`config.mk`:
```
export PLATFORM = sky130hd
export DESIGN_NAME = cell_scan_balance_extremes
export DESIGN_NICKNAME = d
export VERILOG_FILES = /design/src/rtl/core/csbe_pkg.sv /design/src/rtl/core/csbe_in_stage.sv /design/src/rtl/core/csbe_scan.sv /design/src/rtl/core/csbe_out_stage.sv /design/src/rtl/core/cell_scan_balance_extremes.sv
export SDC_FILE = /design/constraint.sdc
export NUM_CORES = 1
export LEC_CHECK = 0
export BUFFER_PORTS_ARGS = -buffer_cell sky130_fd_sc_hd__buf_2
export CAP_MARGIN = 25
export CORE_UTILIZATION = 55
export CTS_BUF_LIST = sky130_fd_sc_hd__clkbuf_2 sky130_fd_sc_hd__clkbuf_4 sky130_fd_sc_hd__clkbuf_8
export CTS_CLUSTER_SIZE = 25
export DETAILED_ROUTE_END_ITERATION = 7
export PLACE_DENSITY = 0.81
export RECOVER_POWER = 100
export REMOVE_ABC_BUFFERS = 1
export SKIP_LAST_GASP = 1
export SYNTH_ARGS = -nofsm -noshare
export SYNTH_HDL_FRONTEND = slang
export SYNTH_SLANG_ARGS = --single-unit
```
`constraint.sdc`:
```
create_clock -name clk -period 3.4 [get_ports clk]
set_input_delay 0.51 -clock clk [delete_from_list [all_inputs] [get_ports clk]]
set_output_delay 0.51 -clock clk [all_outputs]
set_load 0.02 [all_outputs]
```
`src/rtl/core/csbe_pkg.sv`:
```
// Shared types, widths and register indexes for the cell scan balance block.
`default_nettype none
package csbe_pkg;

  // Fixed field widths of the request and result items
  localparam int MV_W     = 16;
  localparam int TEMP_W   = 16;
  localparam int MOD_W    = 3;
  localparam int CELL_W   = 4;
  localparam int VEC_W    = 12;
  localparam int SUM_W    = 23;

  // Default pack geometry
  localparam int NUM_MODULES_DEF      = 8;
  localparam int CELLS_PER_MODULE_DEF = 12;

  // Configuration port
  localparam int CFG_IDX_W  = 2;
  localparam int CFG_DATA_W = 16;

  localparam logic [CFG_IDX_W-1:0] CFG_BALANCE_THRESHOLD = 2'd0;
  localparam logic [CFG_IDX_W-1:0] CFG_MIN_CELL          = 2'd1;
  localparam logic [CFG_IDX_W-1:0] CFG_MAX_CELL          = 2'd2;
  localparam logic [CFG_IDX_W-1:0] CFG_DISCHARGE_TEMP    = 2'd3;

  localparam logic [MV_W-1:0]   MIN_CELL_RST = '0;
  localparam logic [MV_W-1:0]   MAX_CELL_RST = '1;
  localparam logic [SUM_W-1:0]  SUM_MAX      = '1;

  typedef struct packed {
    logic        [MV_W-1:0]   cell_mv;
    logic signed [TEMP_W-1:0] cell_temp;
    logic                     last_in_module;
    logic                     last_in_pack;
  } in_item_t;

  typedef struct packed {
    logic [MOD_W-1:0]  module_index;
    logic [VEC_W-1:0]  balance_vector;
    logic              threshold_ok;
    logic              pack_done;
    logic              balancing_done;
    logic [MV_W-1:0]   lowest_mv;
    logic [MOD_W-1:0]  lowest_module;
    logic [CELL_W-1:0] lowest_cell;
    logic [MV_W-1:0]   highest_mv;
    logic [MOD_W-1:0]  highest_module;
    logic [CELL_W-1:0] highest_cell;
    logic [SUM_W-1:0]  pack_sum_mv;
  } out_item_t;

  typedef struct packed {
    logic        [MV_W-1:0]   balance_threshold_mv;
    logic        [MV_W-1:0]   min_cell_mv;
    logic        [MV_W-1:0]   max_cell_mv;
    logic signed [TEMP_W-1:0] discharge_temp_limit;
  } cfg_t;

  // Handshake between the scan unit and its neighbors
  typedef struct packed {
    logic take;  // staged request is consumed this cycle
    logic emit;  // a result is loaded into the output register
  } scan_ctl_t;

endpackage
`default_nettype wire

```
`src/rtl/core/csbe_in_stage.sv`:
```
// Input register stage holding one accepted cell request.
`default_nettype none
module csbe_in_stage (
  input  wire logic               clk,
  input  wire logic               rst_n,
  input  wire logic               in_valid,
  output logic                    in_stall,
  input  wire csbe_pkg::in_item_t in_item,
  input  wire logic               take,
  output logic                    stg_valid,
  output csbe_pkg::in_item_t      stg_item
);

  logic               valid_r, valid_nxt;
  csbe_pkg::in_item_t item_r;
  logic               accept;

  assign in_stall  = valid_r && !take;
  assign accept    = in_valid && !in_stall;
  assign stg_valid = valid_r;
  assign stg_item  = item_r;

  always_comb begin
    valid_nxt = valid_r;
    if (accept) begin
      valid_nxt = 1'b1;
    end else if (take) begin
      valid_nxt = 1'b0;
    end
  end

  always_ff @(posedge clk) begin
    if (!rst_n) begin
      valid_r <= 1'b0;
    end else begin
      valid_r <= valid_nxt;
    end
  end

  // hold payload while stalled
  always_ff @(posedge clk) begin
    if (accept) begin
      item_r <= in_item;
    end
  end

endmodule
`default_nettype wire

```
`src/rtl/core/csbe_scan.sv`:
```
// Scan state: discharge vector, extremes, sum and module/cell counters.
`default_nettype none
module csbe_scan #(
  parameter int NUM_MODULES      = csbe_pkg::NUM_MODULES_DEF,
  parameter int CELLS_PER_MODULE = csbe_pkg::CELLS_PER_MODULE_DEF
) (
  input  wire logic                clk,
  input  wire logic                rst_n,
  input  wire logic                stg_valid,
  input  wire csbe_pkg::in_item_t  stg_item,
  input  wire csbe_pkg::cfg_t      cfg,
  input  wire logic                out_ready,
  output csbe_pkg::scan_ctl_t      ctl,
  output csbe_pkg::out_item_t      res
);

  localparam int MODC_W  = (NUM_MODULES > 1) ? $clog2(NUM_MODULES) : 1;
  localparam int CELLC_W = (CELLS_PER_MODULE > 1) ? $clog2(CELLS_PER_MODULE) : 1;
  localparam logic [MODC_W-1:0]  MOD_LAST  = MODC_W'(NUM_MODULES - 1);
  localparam logic [CELLC_W-1:0] CELL_LAST = CELLC_W'(CELLS_PER_MODULE - 1);

  logic [MODC_W-1:0]              mod_cnt_r, mod_cnt_nxt;
  logic [CELLC_W-1:0]             cell_cnt_r, cell_cnt_nxt;
  logic [csbe_pkg::VEC_W-1:0]     vec_r, vec_nxt, vec_upd;
  logic                           first_r, first_nxt;
  logic                           any_r, any_nxt, any_upd;
  logic [csbe_pkg::SUM_W-1:0]     sum_r, sum_nxt, sum_upd;
  logic [csbe_pkg::SUM_W:0]       sum_wide;
  logic [csbe_pkg::MV_W-1:0]      low_val_r, low_val_nxt, high_val_r, high_val_nxt;
  logic [csbe_pkg::MOD_W-1:0]     low_mod_r, low_mod_nxt, high_mod_r, high_mod_nxt;
  logic [csbe_pkg::CELL_W-1:0]    low_cell_r, low_cell_nxt, high_cell_r, high_cell_nxt;
  logic [csbe_pkg::MOD_W-1:0]     mod_loc;
  logic [csbe_pkg::CELL_W-1:0]    cell_loc;
  logic                           above, cool, closes, ok, fire;

  assign mod_loc  = csbe_pkg::MOD_W'(mod_cnt_r);
  assign cell_loc = csbe_pkg::CELL_W'(cell_cnt_r);
  assign above    = stg_item.cell_mv > cfg.balance_threshold_mv;
  assign cool     = cfg.discharge_temp_limit > stg_item.cell_temp;
  assign closes   = stg_item.last_in_module || stg_item.last_in_pack;
  assign ok       = (cfg.balance_threshold_mv >= cfg.min_cell_mv) &&
                    (cfg.balance_threshold_mv <= cfg.max_cell_mv);

  // a request that closes a module needs room in the output register
  assign fire     = stg_valid && (out_ready || !closes);
  assign ctl.take = fire;
  assign ctl.emit = fire && closes;

  always_comb begin
    vec_upd = vec_r;
    for (int j = 0; j < csbe_pkg::VEC_W; j++) begin
      if (above && cool && (cell_loc == csbe_pkg::CELL_W'(j))) begin
        vec_upd[j] = 1'b1;
      end
    end
  end

  assign any_upd  = any_r || above;
  assign sum_wide = {1'b0, sum_r} + (csbe_pkg::SUM_W + 1)'(stg_item.cell_mv);
  assign sum_upd  = sum_wide[csbe_pkg::SUM_W] ? csbe_pkg::SUM_MAX
                                              : sum_wide[csbe_pkg::SUM_W-1:0];

  // extremes: first cell seeds both, then only strict improvements replace
  always_comb begin
    low_val_nxt   = low_val_r;
    low_mod_nxt   = low_mod_r;
    low_cell_nxt  = low_cell_r;
    high_val_nxt  = high_val_r;
    high_mod_nxt  = high_mod_r;
    high_cell_nxt = high_cell_r;
    priority if (first_r) begin
      low_val_nxt   = stg_item.cell_mv;
      low_mod_nxt   = mod_loc;
      low_cell_nxt  = cell_loc;
      high_val_nxt  = stg_item.cell_mv;
      high_mod_nxt  = mod_loc;
      high_cell_nxt = cell_loc;
    end else if (stg_item.cell_mv > high_val_r) begin
      high_val_nxt  = stg_item.cell_mv;
      high_mod_nxt  = mod_loc;
      high_cell_nxt = cell_loc;
    end else if (stg_item.cell_mv < low_val_r) begin
      low_val_nxt   = stg_item.cell_mv;
      low_mod_nxt   = mod_loc;
      low_cell_nxt  = cell_loc;
    end else begin
      // equal to an extreme or between them: hold both
    end
  end

  always_comb begin
    res = '0;
    res.module_index   = mod_loc;
    res.balance_vector = ok ? vec_upd : '0;
    res.threshold_ok   = ok;
    if (stg_item.last_in_pack) begin
      res.pack_done      = 1'b1;
      res.balancing_done = ok && !any_upd;
      res.lowest_mv      = low_val_nxt;
      res.lowest_module  = low_mod_nxt;
      res.lowest_cell    = low_cell_nxt;
      res.highest_mv     = high_val_nxt;
      res.highest_module = high_mod_nxt;
      res.highest_cell   = high_cell_nxt;
      res.pack_sum_mv    = sum_upd;
    end
  end

  always_comb begin
    mod_cnt_nxt  = mod_cnt_r;
    cell_cnt_nxt = cell_cnt_r;
    vec_nxt      = vec_upd;
    first_nxt    = 1'b0;
    any_nxt      = any_upd;
    sum_nxt      = sum_upd;
    priority if (stg_item.last_in_pack) begin
      mod_cnt_nxt  = '0;
      cell_cnt_nxt = '0;
      vec_nxt      = '0;
      first_nxt    = 1'b1;
      any_nxt      = 1'b0;
      sum_nxt      = '0;
    end else if (stg_item.last_in_module) begin
      cell_cnt_nxt = '0;
      vec_nxt      = '0;
      if (mod_cnt_r < MOD_LAST) begin
        mod_cnt_nxt = mod_cnt_r + 1'b1;
      end
    end else begin
      if (cell_cnt_r < CELL_LAST) begin
        cell_cnt_nxt = cell_cnt_r + 1'b1;
      end
    end
  end

  always_ff @(posedge clk) begin
    if (!rst_n) begin
      mod_cnt_r  <= '0;
      cell_cnt_r <= '0;
      vec_r      <= '0;
      first_r    <= 1'b1;
      any_r      <= 1'b0;
      sum_r      <= '0;
    end else if (fire) begin
      mod_cnt_r  <= mod_cnt_nxt;
      cell_cnt_r <= cell_cnt_nxt;
      vec_r      <= vec_nxt;
      first_r    <= first_nxt;
      any_r      <= any_nxt;
      sum_r      <= sum_nxt;
    end
  end

  // extremes are seeded by the first cell, so they need no reset
  always_ff @(posedge clk) begin
    if (fire) begin
      low_val_r   <= low_val_nxt;
      low_mod_r   <= low_mod_nxt;
      low_cell_r  <= low_cell_nxt;
      high_val_r  <= high_val_nxt;
      high_mod_r  <= high_mod_nxt;
      high_cell_r <= high_cell_nxt;
    end
  end

endmodule
`default_nettype wire

```
`src/rtl/core/csbe_out_stage.sv`:
```
// Output register holding one result until the consumer takes it.
`default_nettype none
module csbe_out_stage (
  input  wire logic                clk,
  input  wire logic                rst_n,
  input  wire logic                emit,
  input  wire csbe_pkg::out_item_t res,
  output logic                     out_ready,
  output logic                     out_valid,
  input  wire logic                out_stall,
  output csbe_pkg::out_item_t      out_item
);

  logic                valid_r, valid_nxt;
  csbe_pkg::out_item_t item_r;

  assign out_ready = !valid_r || !out_stall;
  assign out_valid = valid_r;
  assign out_item  = item_r;

  always_comb begin
    valid_nxt = valid_r;
    if (emit) begin
      valid_nxt = 1'b1;
    end else if (!out_stall) begin
      valid_nxt = 1'b0;
    end
  end

  always_ff @(posedge clk) begin
    if (!rst_n) begin
      valid_r <= 1'b0;
    end else begin
      valid_r <= valid_nxt;
    end
  end

  always_ff @(posedge clk) begin
    if (emit) begin
      item_r <= res;
    end
  end

endmodule
`default_nettype wire

```
`src/rtl/core/cell_scan_balance_extremes.sv`:
```
// Top level of the cell scan balance block: config registers and pipeline.
`default_nettype none
// Takes one cell sample per request (voltage, temperature, module and pack
// end marks) in module order and cell order, and accepts a new request every
// clock cycle unless stalled. A request that closes a module returns one
// result through the input and output registers: the module's discharge
// vector and threshold_ok, and on the pack's last cell also the lowest and
// highest voltage with their module and cell, the saturating voltage sum
// and balancing_done. Requests that do not close a module return nothing.
// The figure of one request per cycle is set by the scan unit, which updates
// counters, vector, extremes and sum; the output register keeps that rate
// while a result waits and stalls the stream only when full and stalled downstream.
module cell_scan_balance_extremes #(
  parameter int NUM_MODULES      = csbe_pkg::NUM_MODULES_DEF,
  parameter int CELLS_PER_MODULE = csbe_pkg::CELLS_PER_MODULE_DEF
) (
  input  wire logic                                clk,
  input  wire logic                                rst_n,
  input  wire logic                                in_valid,
  output logic                                     in_stall,
  input  wire csbe_pkg::in_item_t                  in_item,
  output logic                                     out_valid,
  input  wire logic                                out_stall,
  output csbe_pkg::out_item_t                      out_item,
  input  wire logic                                cfg_we,
  input  wire logic [csbe_pkg::CFG_IDX_W-1:0]      cfg_index,
  input  wire logic [csbe_pkg::CFG_DATA_W-1:0]     cfg_wdata
);

  csbe_pkg::cfg_t      cfg_r, cfg_nxt;
  csbe_pkg::in_item_t  stg_item;
  csbe_pkg::out_item_t res;
  csbe_pkg::scan_ctl_t ctl;
  logic                stg_valid;
  logic                out_ready;

  // Configuration writes land directly; the user must make them only while the block idles (not enforced).
  always_comb begin
    cfg_nxt = cfg_r;
    if (cfg_we) begin
      unique case (cfg_index)
        csbe_pkg::CFG_BALANCE_THRESHOLD: cfg_nxt.balance_threshold_mv = cfg_wdata;
        csbe_pkg::CFG_MIN_CELL:          cfg_nxt.min_cell_mv          = cfg_wdata;
        csbe_pkg::CFG_MAX_CELL:          cfg_nxt.max_cell_mv          = cfg_wdata;
        csbe_pkg::CFG_DISCHARGE_TEMP:    cfg_nxt.discharge_temp_limit = $signed(cfg_wdata);
        default:                         cfg_nxt = cfg_r;
      endcase
    end
  end

  always_ff @(posedge clk) begin
    if (!rst_n) begin
      cfg_r.balance_threshold_mv <= '0;
      cfg_r.min_cell_mv          <= csbe_pkg::MIN_CELL_RST;
      cfg_r.max_cell_mv          <= csbe_pkg::MAX_CELL_RST;
      cfg_r.discharge_temp_limit <= '0;
    end else begin
      cfg_r <= cfg_nxt;
    end
  end

  // Hold the accepted request until the scan unit takes it.
  csbe_in_stage u_in_stage (
    .clk       (clk),
    .rst_n     (rst_n),
    .in_valid  (in_valid),
    .in_stall  (in_stall),
    .in_item   (in_item),
    .take      (ctl.take),
    .stg_valid (stg_valid),
    .stg_item  (stg_item)
  );

  // Advance the scan state; a module-closing request waits for output room.
  csbe_scan #(
    .NUM_MODULES      (NUM_MODULES),
    .CELLS_PER_MODULE (CELLS_PER_MODULE)
  ) u_scan (
    .clk       (clk),
    .rst_n     (rst_n),
    .stg_valid (stg_valid),
    .stg_item  (stg_item),
    .cfg       (cfg_r),
    .out_ready (out_ready),
    .ctl       (ctl),
    .res       (res)
  );

  // Register the result; the consumer's stall blocks the scan only for a module-closing request while it is full.
  csbe_out_stage u_out_stage (
    .clk       (clk),
    .rst_n     (rst_n),
    .emit      (ctl.emit),
    .res       (res),
    .out_ready (out_ready),
    .out_valid (out_valid),
    .out_stall (out_stall),
    .out_item  (out_item)
  );

endmodule
`default_nettype wire

```
==> metrics.txt <==
minimum clock period=2940 ps; R2R depth=7; TritonCTS clock tree=done; Routability Congestion=0.899; Fmax=340 MHz; CP Max Fanout=38; Routed WL=32.5 mm; CTS HTree Levels=2; clk slew on worst S/H paths=60 ps; CP Cell Sequence=nor2_1 -> o21ai_0 -> clkbuf_1 -> inv_1 -> nand2_1 -> clkinv_2 -> buf_2; Worst Path Required=3580 ps; num ports=146; RSZ-0062 raised after global routing=false; crit path launch type=flop; violated checks=max-capacitance violations, max-slew violations; max-cap violations=1; die area=26,300 um^2; post-synthesis sequential area ratio=51.0%; initial antenna violation count=2; vias in the first global route=10,500; Avg WL per Cell=17.4 um; # resized after CTS=0; fin nets=1,670; register bit total from synthesis=277; GR Overflow Total=0; Crit Path Category=flop to flop; Tcrit/Tclk final=86.4%; CP Capture Type=flop; Worst Path Arrival=3120 ps; setup TNS=0 ps; number of synthesized flops with an enable pin=167; YS warnings=0; Via Count=10,600; postcts setup bufs=0; synthesized area per cell=10.5 um^2; Bufs on Longest Clock Path=3; Post-DP HPWL=22.5 mm; number of CTS-inserted buffers=47; ANT nets after route=0; largest net degree at the start of global routing=74; Post-Place Worst Slack=606 ps; first-pass GRT wire length=53.1 mm; FFs w/ async S/R, synth=0%; R2R Path Start=u_in_stage.stg_item[0]; Hold Path Stages=1; Mapped Cells=1,341; DRC violations left=0; hold path start=in_item[1]; final instance area=16,100 um^2; slew margin rel.=-24.5%; # clock sinks=277; status=finished with violations; final hold violations=0; Initial Util=56.1%; DIE WIDTH=162 um; Pre-Repair DR Iteration Count=5; Setup Viol. Count Final=0; Leakage Power=6.56 nW; most frequent cells in the layout=nand2_1, edfxtp_1, ha_1; GRT Resource Usage Total=25.4%; HP Class=primary input to flop; Core Region=25,200 um^2; Worst IR Drop VDD=0.000361 V; Mapped Area=14,100 um^2; clock skew=17.4 ps; P per Cell Area=494 nW/um^2; register-to-register setup slack=460 ps; Max Transition Viols Final=19; most common cell after layout, fill and taps aside=nand2_1; Pwr Total=7.94 mW; Cells after DPL=1,775; Worst-Margin Slew=1860 ps; post-route insts no fill=1,867; PnR worst setup slack=462 ps; root buffer cell=clkbuf_8; Layout area overhead=13.6%; IO Port Bufs=145; CTS Hold Buffers Added=0; Placement Cell Area=15,200 um^2; largest stage delay on the critical path=700 ps; die height=162 um; Worst Hold Endpoint=u_in_stage.stg_item[1]; Synth cell types=71; CP max stage cell=buf_2; # rows=58; ys flop type=edfxtp_1; Crit Reg-Reg Endpoint=u_out_stage.out_item[33]; 1st-iter DRT viols=801; vias per cell=5.66; share of layout cells above drive strength 1=13.4%; Clock Latency Late Sink=560 ps
## through the flow
step | hold slack [ps] | utilization (%)
detailed placement | 454 | 60.3
global route | 101 | 63.7
CTS | 105 | 64.4
global placement | 444 | 60.3
floorplan | 429 | -
finish | 127 | 63.8
## layer usage
metal  GRT usage (%)  vias to the layer above  wire length (um)
met4            10.4                        0              1080
li1                -                     5126                 -
met3            5.67                       75              2470
met2            39.8                      396             14900
met1            33.9                     4976             14100
met5               0                        -                 0
## cell usage after synthesis (3+ instances only)
master     instances  share of area [%]
edfxtp_1         167                 35
o211ai_1          24                1.3
o21ai_1            3               0.11
buf_4              7               0.37
dfxtp_1          110                 16
a21oi_1           68                2.4
nor3_1             9               0.32
a21boi_0          55                2.9
nor3_4             3               0.35
nand3_1           18               0.64
a21o_1            18               0.96
and3_1             5               0.22
a2111oi_0          4               0.25
a31oi_1           15               0.66
o21ai_0           33                1.2
o31ai_1            4               0.21
xor2_1             8               0.50
a21oi_2            3               0.19
xnor2_1           10               0.62
nor2_1            73                1.9
buf_6              4               0.32
nand2b_1           4               0.18
nor2b_1            8               0.35
o21a_1            10               0.53
and4_1             3               0.19
inv_1            109                2.9
and2_1             5               0.22
clkbuf_1          41                1.1
nand2_1          224                5.9
ha_1             116                 10
mux2_2            46                3.7
mux2i_1           47                3.3
nand4_1           29                1.3
or2_2              4               0.18
a211oi_1           6               0.32
nor3b_1            4               0.21
## how the worst max path moves through the flow
stage,start,endpoint,slack (ps)
final,u_in_stage.stg_item[0],u_out_stage.out_item[33],460
after global routing,u_in_stage.stg_item[0],u_out_stage.out_item[61],220
after CTS,u_in_stage.stg_item[27],u_scan.low_cell_r[3],580
after detailed placement,u_in_stage.stg_item[31],u_scan.low_cell_r[3],610
after global placement,u_in_stage.stg_item[22],u_scan.low_cell_r[1],610
after floorplan,u_in_stage.stg_item[22],u_scan.low_cell_r[0],-2630
## power by group
part	total (mW)	switching, mW	internal (mW)
clock network	3.24	1.40	1.84
registers	3.82	0.0954	3.73
logic	0.876	0.549	0.327
total	7.94	2.04	5.89
## area by class of cell
cell class / instances / area, um^2
fillers: 2008 / 9130
flip-flops and latches: 277 / 7220
multi-input cells: 899 / 6230
repair buffers: 162 / 758
clock buffers: 56 / 739
well taps: 330 / 413
inverters: 109 / 410
clock inverters: 31 / 284
diodes: 3 / 7.51
## registers in the layout, indices dropped and copies added, names as in the netlist, 4 cells and up
register,flops
cfg_r,64
u_in_stage.stg_item,34
u_out_stage.out_item,87
u_scan.cell_cnt_r,4
u_scan.high_cell_r,4
u_scan.high_val_r,16
u_scan.low_cell_r,4
u_scan.low_val_r,16
u_scan.sum_r,23
u_scan.vec_r,12
## cells by family after synthesis
kind of cell               after synthesis  synth area share, %
and+or+nand+nor                        401                 12.8
DFF                                    277                 51.0
AOI/OAI and AO/OA                      270                 12.9
buffers and inverters                  165                 4.80
adders and majority gates              117                 10.4
muxes                                   93                 6.99
xor gates and xnor gates                18                 1.12
## worst max-delay path, delay by kind of cell, from the launching register on
kind	cells	cell delay, ps
buf+inv	4	1440
simple gates	2	540
compound gates	1	150
flops	1	420
No activity file was read; power rests on OpenSTA's default activity.
